<file path="src/rtl/asxu_pkg.sv">
`default_nettype none

package asxu_pkg;

   localparam int unsigned WORD_WIDTH = 32;
   localparam int unsigned REG_COUNT  = 16;
   localparam int unsigned REG_INDEX_WIDTH = $clog2(REG_COUNT);
   localparam logic [REG_INDEX_WIDTH-1:0] PC_INDEX = REG_INDEX_WIDTH'(REG_COUNT - 1);
   localparam logic [WORD_WIDTH-1:0] PC_RESET = 32'd4;

   // bits 27:24 of a branch, bits 7:4 of a multiply
   localparam logic [3:0] BRANCH_CODE = 4'hA;
   localparam logic [3:0] MUL_MARK    = 4'h9;

   typedef enum logic [2:0] {
      STATUS_EXECUTED = 3'd0,
      STATUS_SKIPPED  = 3'd1,
      STATUS_TRANSFER = 3'd2,
      STATUS_INVALID  = 3'd3,
      STATUS_HALT     = 3'd4
   } status_type;

   typedef enum logic [3:0] {
      COND_EQ = 4'h0,
      COND_NE = 4'h1,
      COND_GE = 4'hA,
      COND_LT = 4'hB,
      COND_GT = 4'hC,
      COND_LE = 4'hD,
      COND_AL = 4'hE
   } cond_type;

   typedef enum logic [3:0] {
      OP_AND = 4'h0,
      OP_EOR = 4'h1,
      OP_SUB = 4'h2,
      OP_RSB = 4'h3,
      OP_ADD = 4'h4,
      OP_TST = 4'h8,
      OP_TEQ = 4'h9,
      OP_CMP = 4'hA,
      OP_ORR = 4'hC,
      OP_MOV = 4'hD
   } opcode_type;

   typedef enum logic [1:0] {
      SHIFT_LSL = 2'd0,
      SHIFT_LSR = 2'd1,
      SHIFT_ASR = 2'd2,
      SHIFT_ROR = 2'd3
   } shift_type;

   typedef struct packed {
      status_type                 status;
      logic                       wr_en;
      logic [REG_INDEX_WIDTH-1:0] wr_idx;
      logic [WORD_WIDTH-1:0]      wr_val;
      logic [3:0]                 flags;
      logic [WORD_WIDTH-1:0]      pc_next;
   } exec_result_type;

endpackage

`default_nettype wire

</file>
<file path="src/rtl/asxu_ram.sv">
`default_nettype none

module asxu_ram #(
   parameter int unsigned WIDTH = 32,
   parameter int unsigned DEPTH = 16
) (
   input  wire logic                     clock,
   input  wire logic                     wr_en,
   input  wire logic [$clog2(DEPTH)-1:0] wr_addr,
   input  wire logic [WIDTH-1:0]         wr_data,
   input  wire logic                     rd_en,
   input  wire logic [$clog2(DEPTH)-1:0] rd_addr_a,
   input  wire logic [$clog2(DEPTH)-1:0] rd_addr_b,
   output logic      [WIDTH-1:0]         rd_data_a,
   output logic      [WIDTH-1:0]         rd_data_b
);

   logic [WIDTH-1:0] mem_ff [DEPTH];

   // read returns the old contents on a same-edge write
   always_ff @(posedge clock) begin
      if (wr_en) begin
         mem_ff[wr_addr] <= wr_data;
      end
      if (rd_en) begin
         rd_data_a <= mem_ff[rd_addr_a];
         rd_data_b <= mem_ff[rd_addr_b];
      end
   end

endmodule

`default_nettype wire

</file>
<file path="src/rtl/asxu_exec.sv">
`default_nettype none

module asxu_exec (
   input  wire logic [31:0]               word,
   input  wire logic [31:0]               rn_dp_val,
   input  wire logic [31:0]               rm_val,
   input  wire logic [31:0]               rs_val,
   input  wire logic [31:0]               rn_mul_val,
   input  wire logic [31:0]               pc_plus4,
   input  wire logic [3:0]                flags,
   output asxu_pkg::exec_result_type      result
);

   logic        flag_n;
   logic        flag_z;
   logic        flag_c;
   logic        flag_v;
   logic        cond_ok;

   logic [4:0]  rot_amt;
   logic [63:0] imm_rot;
   logic [7:0]  shift_amt;
   logic [32:0] lsl_wide;
   logic [32:0] lsr_wide;
   logic [32:0] asr_wide;
   logic [63:0] ror_wide;
   logic [31:0] sh_res;
   logic        sh_carry;
   logic [31:0] op2;
   logic        op2_carry;
   logic        op2_ok;

   logic [32:0] add_sum;
   logic [32:0] sub_diff;
   logic [32:0] rsb_diff;
   logic [31:0] alu_res;
   logic        alu_carry;
   logic        alu_ok;
   logic        alu_writes;

   logic [31:0] mul_prod;
   logic [31:0] mul_res;
   logic        mul_ok;
   logic [31:0] branch_off;

   function automatic asxu_pkg::shift_type shift_type_of(input logic [1:0] code);
      return asxu_pkg::shift_type'(code);
   endfunction

   assign {flag_n, flag_z, flag_c, flag_v} = flags;

   always_comb begin
      case (word[31:28])
         asxu_pkg::COND_EQ: cond_ok = flag_z;
         asxu_pkg::COND_NE: cond_ok = !flag_z;
         asxu_pkg::COND_GE: cond_ok = (flag_n == flag_v);
         asxu_pkg::COND_LT: cond_ok = (flag_n != flag_v);
         asxu_pkg::COND_GT: cond_ok = !flag_z && (flag_n == flag_v);
         asxu_pkg::COND_LE: cond_ok = flag_z || (flag_n != flag_v);
         asxu_pkg::COND_AL: cond_ok = 1'b1;
         default:           cond_ok = 1'b0;
      endcase
   end

   // operand 2: rotated immediate or shifted register
   always_comb begin
      rot_amt   = {word[11:8], 1'b0};
      imm_rot   = {24'd0, word[7:0], 24'd0, word[7:0]} >> rot_amt;
      shift_amt = word[4] ? rs_val[7:0] : {3'd0, word[11:7]};
      lsl_wide  = {1'b0, rm_val} << shift_amt;
      lsr_wide  = {rm_val, 1'b0} >> shift_amt;
      asr_wide  = 33'($signed({rm_val, 1'b0}) >>> shift_amt);
      ror_wide  = {rm_val, rm_val} >> shift_amt[4:0];

      case (shift_type_of(word[6:5]))
         asxu_pkg::SHIFT_LSL: begin
            sh_res   = lsl_wide[31:0];
            sh_carry = lsl_wide[32];
         end
         asxu_pkg::SHIFT_LSR: begin
            sh_res   = lsr_wide[32:1];
            sh_carry = lsr_wide[0];
         end
         asxu_pkg::SHIFT_ASR: begin
            sh_res   = asr_wide[32:1];
            sh_carry = asr_wide[0];
         end
         default: begin
            sh_res   = ror_wide[31:0];
            sh_carry = ror_wide[31];
         end
      endcase
      if (shift_amt == 8'd0) begin
         sh_res   = rm_val;
         sh_carry = 1'b0;
      end

      if (word[25]) begin
         op2       = imm_rot[31:0];
         op2_carry = (rot_amt != 5'd0) && imm_rot[31];
         op2_ok    = 1'b1;
      end else begin
         op2       = sh_res;
         op2_carry = sh_carry;
         op2_ok    = (word[3:0] != asxu_pkg::PC_INDEX) && !(word[4] && word[7]);
      end
   end

   always_comb begin
      add_sum    = {1'b0, rn_dp_val} + {1'b0, op2};
      sub_diff   = {1'b0, rn_dp_val} - {1'b0, op2};
      rsb_diff   = {1'b0, op2} - {1'b0, rn_dp_val};
      alu_res    = '0;
      alu_carry  = 1'b0;
      alu_ok     = 1'b1;
      alu_writes = 1'b1;
      unique case (word[24:21]) inside
         asxu_pkg::OP_AND, asxu_pkg::OP_TST: begin
            alu_res   = rn_dp_val & op2;
            alu_carry = op2_carry;
         end
         asxu_pkg::OP_EOR, asxu_pkg::OP_TEQ: begin
            alu_res   = rn_dp_val ^ op2;
            alu_carry = op2_carry;
         end
         asxu_pkg::OP_SUB, asxu_pkg::OP_CMP: begin
            alu_res   = sub_diff[31:0];
            alu_carry = !sub_diff[32];
         end
         asxu_pkg::OP_RSB: begin
            alu_res   = rsb_diff[31:0];
            alu_carry = !rsb_diff[32];
         end
         asxu_pkg::OP_ADD: begin
            alu_res   = add_sum[31:0];
            alu_carry = add_sum[32];
         end
         asxu_pkg::OP_ORR: begin
            alu_res   = rn_dp_val | op2;
            alu_carry = op2_carry;
         end
         asxu_pkg::OP_MOV: begin
            alu_res   = op2;
            alu_carry = op2_carry;
         end
         default: begin
            alu_ok = 1'b0;
         end
      endcase
      if (word[24:21] == asxu_pkg::OP_TST || word[24:21] == asxu_pkg::OP_TEQ ||
          word[24:21] == asxu_pkg::OP_CMP) begin
         alu_writes = 1'b0;
      end
   end

   assign mul_prod = rm_val * rs_val;
   assign mul_res  = word[21] ? mul_prod + rn_mul_val : mul_prod;
   assign mul_ok   = (word[19:16] != word[3:0]) &&
                     (word[19:16] != asxu_pkg::PC_INDEX) &&
                     (word[3:0]   != asxu_pkg::PC_INDEX) &&
                     (word[11:8]  != asxu_pkg::PC_INDEX) &&
                     (word[15:12] != asxu_pkg::PC_INDEX);

   assign branch_off = {{6{word[23]}}, word[23:0], 2'b00};

   always_comb begin
      result.status  = asxu_pkg::STATUS_EXECUTED;
      result.wr_en   = 1'b0;
      result.wr_idx  = '0;
      result.wr_val  = '0;
      result.flags   = flags;
      result.pc_next = pc_plus4;

      if (word == 32'd0) begin
         result.status = asxu_pkg::STATUS_HALT;
      end else if (!cond_ok) begin
         result.status = asxu_pkg::STATUS_SKIPPED;
      end else if (word[27:24] == asxu_pkg::BRANCH_CODE) begin
         result.pc_next = pc_plus4 + branch_off + 32'd4;
      end else if (word[27:26] != 2'd0 && word[22:21] == 2'd0) begin
         result.status = asxu_pkg::STATUS_TRANSFER;
      end else if (word[27:22] == 6'd0 && word[7:4] == asxu_pkg::MUL_MARK) begin
         if (!mul_ok) begin
            result.status = asxu_pkg::STATUS_INVALID;
         end else begin
            result.wr_en  = 1'b1;
            result.wr_idx = word[19:16];
            result.wr_val = mul_res;
            if (word[20]) begin
               result.flags = {mul_res[31], mul_res == 32'd0, flag_c, flag_v};
            end
         end
      end else if (word[27:26] == 2'd0) begin
         if (!(op2_ok && alu_ok)) begin
            result.status = asxu_pkg::STATUS_INVALID;
         end else begin
            if (alu_writes) begin
               result.wr_en  = 1'b1;
               result.wr_idx = word[15:12];
               result.wr_val = alu_res;
               if (word[15:12] == asxu_pkg::PC_INDEX) begin
                  result.pc_next = alu_res;
               end
            end
            if (word[20]) begin
               result.flags = {alu_res[31], alu_res == 32'd0, alu_carry, flag_v};
            end
         end
      end else begin
         result.status = asxu_pkg::STATUS_INVALID;
      end
   end

endmodule

`default_nettype wire

</file>
<file path="src/rtl/arm_subset_execute_unit.sv">
`default_nettype none
// Execute unit for a subset of the 32-bit ARM instruction set.
// The req_ channel carries one fetched instruction word per item; the rsp_
// channel returns one result item per instruction: status, the general
// register write, the flags and the new program counter.
// Items are accepted when req_valid is high and req_stall is low, and
// results are taken when rsp_valid is high and rsp_stall is low.
// The word is registered together with the register file read (two
// dual-read RAM copies of r0-r14), then decode, shifter, ALU or multiplier
// and the state update run combinationally into the result register. The
// write of one instruction is forwarded to the next.
// Throughput is one item per cycle while the receiver keeps up.
// When rsp_stall holds a result, the registered word waits and req_stall
// rises; nothing is lost or executed twice.
// Reset (synchronous, active high) clears r0-r14 through per-entry valid
// bits, sets r15 to 4 and the flags to zero, and empties both stages.
module arm_subset_execute_unit (
   input  wire logic        clock,
   input  wire logic        reset,
   input  wire logic        req_valid,
   output logic             req_stall,
   input  wire logic [31:0] req_instruction_word,
   output logic             rsp_valid,
   input  wire logic        rsp_stall,
   output logic [2:0]       rsp_status,
   output logic             rsp_dest_written,
   output logic [3:0]       rsp_dest_index,
   output logic [31:0]      rsp_dest_value,
   output logic [3:0]       rsp_flags_nzcv,
   output logic [31:0]      rsp_pc_after
);

   localparam int unsigned IW = asxu_pkg::REG_INDEX_WIDTH;
   localparam int unsigned DW = asxu_pkg::WORD_WIDTH;

   logic                        in_valid_ff;
   logic [DW-1:0]               in_word_ff;
   logic                        fire;
   logic                        accept;

   logic [DW-1:0]               pc_ff;
   logic [DW-1:0]               pc_plus4;
   logic [3:0]                  flags_ff;
   logic [asxu_pkg::REG_COUNT-1:0] ent_valid_ff;

   logic                        fwd_valid_ff;
   logic [IW-1:0]               fwd_idx_ff;
   logic [DW-1:0]               fwd_val_ff;

   logic                        ram_we;
   logic [DW-1:0]               ram_rm;
   logic [DW-1:0]               ram_rs;
   logic [DW-1:0]               ram_rn_dp;
   logic [DW-1:0]               ram_rn_mul;

   logic [DW-1:0]               rm_val;
   logic [DW-1:0]               rs_val;
   logic [DW-1:0]               rn_dp_val;
   logic [DW-1:0]               rn_mul_val;

   asxu_pkg::exec_result_type   exec_res;

   logic                        rsp_valid_ff;
   logic [2:0]                  rsp_status_ff;
   logic                        rsp_written_ff;
   logic [3:0]                  rsp_index_ff;
   logic [DW-1:0]               rsp_value_ff;
   logic [3:0]                  rsp_flags_ff;
   logic [DW-1:0]               rsp_pc_ff;

   // r15 reads the advanced PC; a write landing with the read is forwarded
   function automatic logic [DW-1:0] operand(
      input logic [IW-1:0] idx,
      input logic [DW-1:0] ram_data,
      input logic [DW-1:0] pc_val,
      input logic          fwd_hit,
      input logic [DW-1:0] fwd_val,
      input logic          ent_ok
   );
      logic [DW-1:0] val;
      if (idx == asxu_pkg::PC_INDEX) begin
         val = pc_val;
      end else if (fwd_hit) begin
         val = fwd_val;
      end else if (ent_ok) begin
         val = ram_data;
      end else begin
         val = '0;
      end
      return val;
   endfunction

   function automatic logic [IW-1:0] in_word_rn_dp(input logic [DW-1:0] word);
      return word[19:16];
   endfunction

   assign fire      = in_valid_ff && (!rsp_valid_ff || !rsp_stall);
   assign req_stall = in_valid_ff && !fire;
   assign accept    = req_valid && !req_stall;
   assign pc_plus4  = pc_ff + DW'(4);
   assign ram_we    = fire && exec_res.wr_en && (exec_res.wr_idx != asxu_pkg::PC_INDEX);

   asxu_ram #(
      .WIDTH (asxu_pkg::WORD_WIDTH),
      .DEPTH (asxu_pkg::REG_COUNT)
   ) u_ram_rm_rs (
      .clock     (clock),
      .wr_en     (ram_we),
      .wr_addr   (exec_res.wr_idx),
      .wr_data   (exec_res.wr_val),
      .rd_en     (accept),
      .rd_addr_a (req_instruction_word[3:0]),
      .rd_addr_b (req_instruction_word[11:8]),
      .rd_data_a (ram_rm),
      .rd_data_b (ram_rs)
   );

   asxu_ram #(
      .WIDTH (asxu_pkg::WORD_WIDTH),
      .DEPTH (asxu_pkg::REG_COUNT)
   ) u_ram_rn (
      .clock     (clock),
      .wr_en     (ram_we),
      .wr_addr   (exec_res.wr_idx),
      .wr_data   (exec_res.wr_val),
      .rd_en     (accept),
      .rd_addr_a (in_word_rn_dp(req_instruction_word)),
      .rd_addr_b (req_instruction_word[15:12]),
      .rd_data_a (ram_rn_dp),
      .rd_data_b (ram_rn_mul)
   );

   always_comb begin
      rm_val = operand(in_word_ff[3:0], ram_rm, pc_plus4,
                       fwd_valid_ff && (fwd_idx_ff == in_word_ff[3:0]),
                       fwd_val_ff, ent_valid_ff[in_word_ff[3:0]]);
      rs_val = operand(in_word_ff[11:8], ram_rs, pc_plus4,
                       fwd_valid_ff && (fwd_idx_ff == in_word_ff[11:8]),
                       fwd_val_ff, ent_valid_ff[in_word_ff[11:8]]);
      rn_dp_val = operand(in_word_ff[19:16], ram_rn_dp, pc_plus4,
                          fwd_valid_ff && (fwd_idx_ff == in_word_ff[19:16]),
                          fwd_val_ff, ent_valid_ff[in_word_ff[19:16]]);
      rn_mul_val = operand(in_word_ff[15:12], ram_rn_mul, pc_plus4,
                           fwd_valid_ff && (fwd_idx_ff == in_word_ff[15:12]),
                           fwd_val_ff, ent_valid_ff[in_word_ff[15:12]]);
   end

   asxu_exec u_exec (
      .word       (in_word_ff),
      .rn_dp_val  (rn_dp_val),
      .rm_val     (rm_val),
      .rs_val     (rs_val),
      .rn_mul_val (rn_mul_val),
      .pc_plus4   (pc_plus4),
      .flags      (flags_ff),
      .result     (exec_res)
   );

   always_ff @(posedge clock) begin
      if (reset) begin
         in_valid_ff  <= 1'b0;
         fwd_valid_ff <= 1'b0;
         rsp_valid_ff <= 1'b0;
         pc_ff        <= asxu_pkg::PC_RESET;
         flags_ff     <= '0;
         ent_valid_ff <= '0;
      end else begin
         if (accept) begin
            in_valid_ff  <= 1'b1;
            in_word_ff   <= req_instruction_word;
            fwd_valid_ff <= ram_we;
            fwd_idx_ff   <= exec_res.wr_idx;
            fwd_val_ff   <= exec_res.wr_val;
         end else if (fire) begin
            in_valid_ff <= 1'b0;
         end

         if (fire) begin
            rsp_valid_ff   <= 1'b1;
            rsp_status_ff  <= exec_res.status;
            rsp_written_ff <= exec_res.wr_en;
            rsp_index_ff   <= exec_res.wr_idx;
            rsp_value_ff   <= exec_res.wr_val;
            rsp_flags_ff   <= exec_res.flags;
            rsp_pc_ff      <= exec_res.pc_next;
            pc_ff          <= exec_res.pc_next;
            flags_ff       <= exec_res.flags;
            if (ram_we) begin
               ent_valid_ff[exec_res.wr_idx] <= 1'b1;
            end
         end else if (!rsp_stall) begin
            rsp_valid_ff <= 1'b0;
         end
      end
   end

   assign rsp_valid        = rsp_valid_ff;
   assign rsp_status       = rsp_status_ff;
   assign rsp_dest_written = rsp_written_ff;
   assign rsp_dest_index   = rsp_index_ff;
   assign rsp_dest_value   = rsp_value_ff;
   assign rsp_flags_nzcv   = rsp_flags_ff;
   assign rsp_pc_after     = rsp_pc_ff;

endmodule

`default_nettype wire

</file>
<file path="config.mk">
export PLATFORM = sky130hd
export DESIGN_NAME = arm_subset_execute_unit
export DESIGN_NICKNAME = d
export VERILOG_FILES = /design/src/rtl/asxu_pkg.sv /design/src/rtl/asxu_ram.sv /design/src/rtl/asxu_exec.sv /design/src/rtl/arm_subset_execute_unit.sv
export SDC_FILE = /design/constraint.sdc
export NUM_CORES = 2
export LEC_CHECK = 0
export BUFFER_PORTS_ARGS = -buffer_cell sky130_fd_sc_hd__buf_2
export CORE_ASPECT_RATIO = 1.75
export CORE_MARGIN = 2
export CORE_UTILIZATION = 59
export DETAILED_ROUTE_END_ITERATION = 16
export PLACE_DENSITY = 0.79
export SKIP_LAST_GASP = 1
export SLEW_MARGIN = 20
export SYNTH_ARGS = -nofsm -noshare
export SYNTH_HDL_FRONTEND = slang
export SYNTH_SLANG_ARGS = --single-unit
</file>
<file path="constraint.sdc">
create_clock -name clock -period 11 [get_ports clock]
set_clock_uncertainty 0.05 [all_clocks]
set_input_delay 2.75 -clock clock [delete_from_list [all_inputs] [get_ports clock]]
set_output_delay 2.75 -clock clock [all_outputs]
set_load 0.02 [all_outputs]
</file>
==> flow_summary.toml, run 1 <==
[global_routing]
grt_pass1_vias = 99625
grt_max_degree = 77
overflow = 663
grt_first_pass_wirelength_um = 820000
grt_usage_pct = 80.6

[synth]
postSynthCellCount = 7719
syn_avg_cell_area_um2 = 10.6
ys.warnings.count = 0
synth_edf_count = 783
synth_flop_cell = "edfxtp_1"
syn_area_um2 = 81800
synth-seq-cells = 837
synth.distinct_cells = 111
yosysSeqAreaShare_pct = 30.1
ys_async_sr_fraction_pct = 0

[floorplanning]
row_count = 180
num_io_pins = 114
start_util_pct = 59.5
chipWidth_um = 286
die_y_um = 497

[clocking]
clock_path_buffers = 3
cts_buffers = 77
clockRootBuffer = "clkbuf_16"
htree_levels = 3
cts.sinks = 837

[placed_design]
portBuffers = 112
detailed_place_hpwl_um = 340000
place.gp.congestion = 1.20

[outcome]
status = "stopped before the end"
tool.error = "[ERROR GRT-0116] Global routing finished with congestion. Check the congestion regions in the DRC Viewer."
haltStage = "global routing"
per-layer routing:
metal / track usage, % / GRT overflow
met5: 35.5 / 1
met4: 82.3 / 271
met3: 68.1 / 14
met2: 95.7 / 367
met1: 79.0 / 10
cell families after synthesis:
kind of cell    synth area share (%)
compound gates                  14.8
xor+xnor                        2.07
fa+ha+maj                       15.3
buf+inv                         5.59
flops                           30.1
mux                             20.2
other cells                  0.00458
simple gates                    11.9
timing repair:
| item | 4_1_cts |
|---|---|
| hold buffers | 0 |
| setup buffers | 53 |
| endpoints found under the hold margin | 0 |
| cloned | 4 |
| pin swaps | 62 |
| resized for setup | 163 |
| setup endpoints to repair | 292 |
cell usage after synthesis (all sizes together) (42+ instances only):
cell    instances  area share (%)
edfxtp        783              29
nor2          739             3.4
nand2         717             3.3
mux4          657              18
inv           578             2.7
a21oi         444             2.7
fa            413              10
clkbuf        387             1.8
ha            342             5.2
o21ai         311             1.9
buf           176             1.1
nand3         174             1.1
xnor2         145             1.6
mux2i         130             1.6
nor3          120            0.76
and3          114            0.87
o211ai         92            0.86
a211oi         91            0.86
a31oi          90            0.70
o22ai          85            0.65
a21o           69            0.63
a22oi          68            0.62
and2           54            0.41
dfxtp          54             1.3
o221ai         48            0.51
nand4          45            0.34
xor2           43            0.46
a221oi         42            0.45
metrics by stage:
stage	hold slack (ps)	TNS, ps	cell area (µm²)	setup WS [ps]	cells
CTS	433	-76210	95900	-635	10441
global placement	424	-49670	92100	-787	10245
floorplan	412	0	82100	2.73	7751
detailed placement	425	-179010	92100	-1620	10245
==> inputs of run 2 (changes only) <==
--- a/config.mk
+++ b/config.mk
@@ -6,11 +6,10 @@
 export NUM_CORES = 2
 export LEC_CHECK = 0
 export BUFFER_PORTS_ARGS = -buffer_cell sky130_fd_sc_hd__buf_2
-export CORE_ASPECT_RATIO = 1.75
 export CORE_MARGIN = 2
-export CORE_UTILIZATION = 59
+export CORE_UTILIZATION = 40
 export DETAILED_ROUTE_END_ITERATION = 16
-export PLACE_DENSITY = 0.79
+export PLACE_DENSITY_LB_ADDON = 0.15
 export SKIP_LAST_GASP = 1
 export SLEW_MARGIN = 20
 export SYNTH_ARGS = -nofsm -noshare
==> constraint.sdc (replaced) <==
create_clock -name clock -period 14.3 [get_ports clock]
set_clock_uncertainty 0.05 [all_clocks]
set_input_delay 3.575 -clock clock [delete_from_list [all_inputs] [get_ports clock]]
set_output_delay 3.575 -clock clock [all_outputs]
set_load 0.02 [all_outputs]
==> flow_summary.toml, run 2 <==
[outcome]
status = "completed"

[clocking]
cts-resized-gates = 0
ctsHoldBuffers = 0
clk_pin_slew_ps = 70
cts.sinks = 837
cts_buffers = 86
clock_path_buffers = 3
cts_tree = "done"
htree_levels = 3
clockRootBuffer = "clkbuf_16"
clk_latency_ps = 730
post-cts-setup-buffer-count = 0

[timing]
tns_ps = 0
holdWs_ps = 467
tightestPinTransition_ps = 1370
slew_headroom_pct = 5.91
max_freq_mhz = 73.3
fin_crit_ps = 13650
setup_viol = 0
finalMaxSlewViolations = 0
period_share_pct = 95.4
hold_viol = 0
rsz0062_at_grt = "false"

[setup_path]
critPathMostFrequentCell = "fa_1"
rr_worst_depth = 40
critPathKind = "reg -> reg"
r2r_end = "u_ram_rn.mem_ff[2][31]$_DFFE_PP_"
reg2reg_from = "in_word_ff[0]$_DFFE_PP_"
arrival_ps = 13980
r2r_slack_ps = 650
cp.required_ps = 14630
cpMaxStageDelayCell = "a21o_1"
slowest_delay_ps = 760
startpoint_type = "register"
critPathMaxFanout = 18
endpoint_kind = "register"

[drt]
first_pass_iters = 6
drt_iter0_drc = 11022
vias_per_cell = 6.91
route.antenna.remaining_nets = 0
drc = 0
wl_um = 436000
dr_total_vias = 72711
wire_per_inst_um = 41.4

[layout]
syn_to_final_growth_pct = 9.97
largest_register = "u_ram_rn.mem_ff"
drive_above_1_share_pct = 19.0
final_cell_mix = "783 x edfxtp_1, 715 x nor2_1, 714 x nand2_1, 657 x mux4_2, 576 x inv_1"
fin_area_um2 = 90000
multi_input_area_um2 = 53400
final_nets = 8552
final_common_cell = "edfxtp_1"
seq_area_um2 = 24600
largest_register_ffs = 512
fillers = 19386

[global_routing]
overflow = 0
antenna_found_initial = 29
grt_first_pass_wirelength_um = 595000
grt_usage_pct = 41.1
grt_pass1_vias = 70283
grt_max_degree = 90

[job]
maxCapViolCount = 0

[synth]
synth_commonest_cells = "783 x edfxtp_1, 735 x nor2_1, 715 x nand2_1"
post-synth-top-area-fraction_pct = 28.7
ys.warnings.count = 0
postSynthCellCount = 7719
synth_edf_count = 783
synth.distinct_cells = 111
syn_avg_cell_area_um2 = 10.6
synth_flop_cell = "edfxtp_1"
ys_async_sr_fraction_pct = 0
synthTopCellsByArea = "edfxtp_1 29%, mux4_2 18%, fa_1 10%, ha_1 5.2%, nor2_1 3.4%"
synth-seq-cells = 837
yosysTopAreaCell = "edfxtp_1"
synth.most_common_cell = "edfxtp_1"
syn_area_um2 = 81800
yosysSeqAreaShare_pct = 30.1

[floorplanning]
chipWidth_um = 456
fp.dieArea_um2 = 208000
coreArea_um2 = 204000
die_y_um = 456
num_io_pins = 114
start_util_pct = 40.1
row_count = 166

[power_and_ir_drop]
total_leakage_power_uw = 0.0348
power.density_nw_per_um2 = 77.0
peakVddDrop_v = 0.000108

[hold_path]
hold_start = "pc_ff[5]$_SDFFE_PP0P_"
hold_end = "pc_ff[5]$_SDFFE_PP0P_"
hold_path_class = "reg -> reg"
min_path_cells = 2

[placed_design]
detailed_place_hpwl_um = 328000
portBuffers = 112
place.gp.congestion = 1.08
placed_cell_area_um2 = 87000
-- run 2: cell counts after synthesis --
Identical to the previous run, type by type.
-- run 2: worst max-delay path: cells and delay by family (launching register included) --
family	cells	cell delay (ps)
AOI/OAI and AO/OA	12	4420
adders and majority gates	10	4010
and+or+nand+nor	9	2320
muxes	2	830
xor gates and xnor gates	3	750
DFF	1	730
buffers and inverters	4	200
-- run 2: stage by stage --
step / util [%] / total power (µW) / std cells / setup slack, ps
6_report: 44.1 / 6930 / 10527 / 652
5_1_grt: 44.1 / 7080 / 10515 / 205
4_1_cts: 44.1 / 6880 / 10513 / 778
3_5_place_dp: 42.7 / 4510 / 10359 / 882
3_3_place_gp: 42.6 / 4530 / 10357 / 975
2_1_floorplan: - / 3750 / 7751 / 2300
-- run 2: how the worst max path moves through the flow --
| stage | from | end | slack, ps | cells after the start |
|---|---|---|---|---|
| finish | in_word_ff[0]$_DFFE_PP_ | u_ram_rn.mem_ff[2][31]$_DFFE_PP_ | 650 | 40 |
| detailed placement | in_word_ff[0]$_DFFE_PP_ | u_ram_rn.mem_ff[14][31]$_DFFE_PP_ | 880 | 40 |
| floorplan | in_word_ff[3]$_DFFE_PP_ | fwd_val_ff[31]$_DFFE_PP_ | 2300 | 42 |
| CTS | in_word_ff[0]$_DFFE_PP_ | u_ram_rn.mem_ff[6][31]$_DFFE_PP_ | 780 | 40 |
| global route | in_word_ff[0]$_DFFE_PP_ | u_ram_rn.mem_ff[5][31]$_DFFE_PP_ | 210 | 40 |
| global placement | in_word_ff[0]$_DFFE_PP_ | rsp_flags_nzcv[2]$_DFFE_PP_ | 970 | 41 |
-- run 2: metal layers --
metal | GRT usage, % | part of all wire [%] | routed length [µm] | vias up
met4 | 26.7 | 8.0 | 34800 | 20
met1 | 52.6 | 37 | 163000 | 37320
met5 | 0 | 0.035 | 154 | -
met2 | 62.8 | 44 | 193000 | 5019
li1 | - | - | - | 29138
met3 | 9.07 | 10 | 44600 | 1214
-- run 2: where the power goes --
part	switching [µW]	total [µW]	leakage (µW)	internal [µW]
sequential	89.0	2800	0.00817	2720
clock	1040	2380	0.00138	1350
combinational	1190	1740	0.0253	548
-- run 2: area by class of cell --
cell class / count / area share [%]
Multi-Input combinational cell: 5770 / 59.3
Timing Repair Buffer: 485 / 3.90
Tap cell: 2688 / 3.74
Clock buffer: 103 / 2.52
Clock inverter: 51 / 0.724
Inverter: 581 / 2.43
Antenna cell: 12 / 0.0334
Sequential cell: 837 / 27.3
-- run 2: cell families after synthesis --
family,count (synthesis),synth area share (%)
other,1,0.00458
DFF,837,30.1
AOI/OAI and AO/OA,1792,14.8
buffers and inverters,1144,5.59
muxes,828,20.2
adders and majority gates,755,15.3
and+or+nand+nor,2172,11.9
xor gates and xnor gates,190,2.07
(Power assumes the default switching activity.)
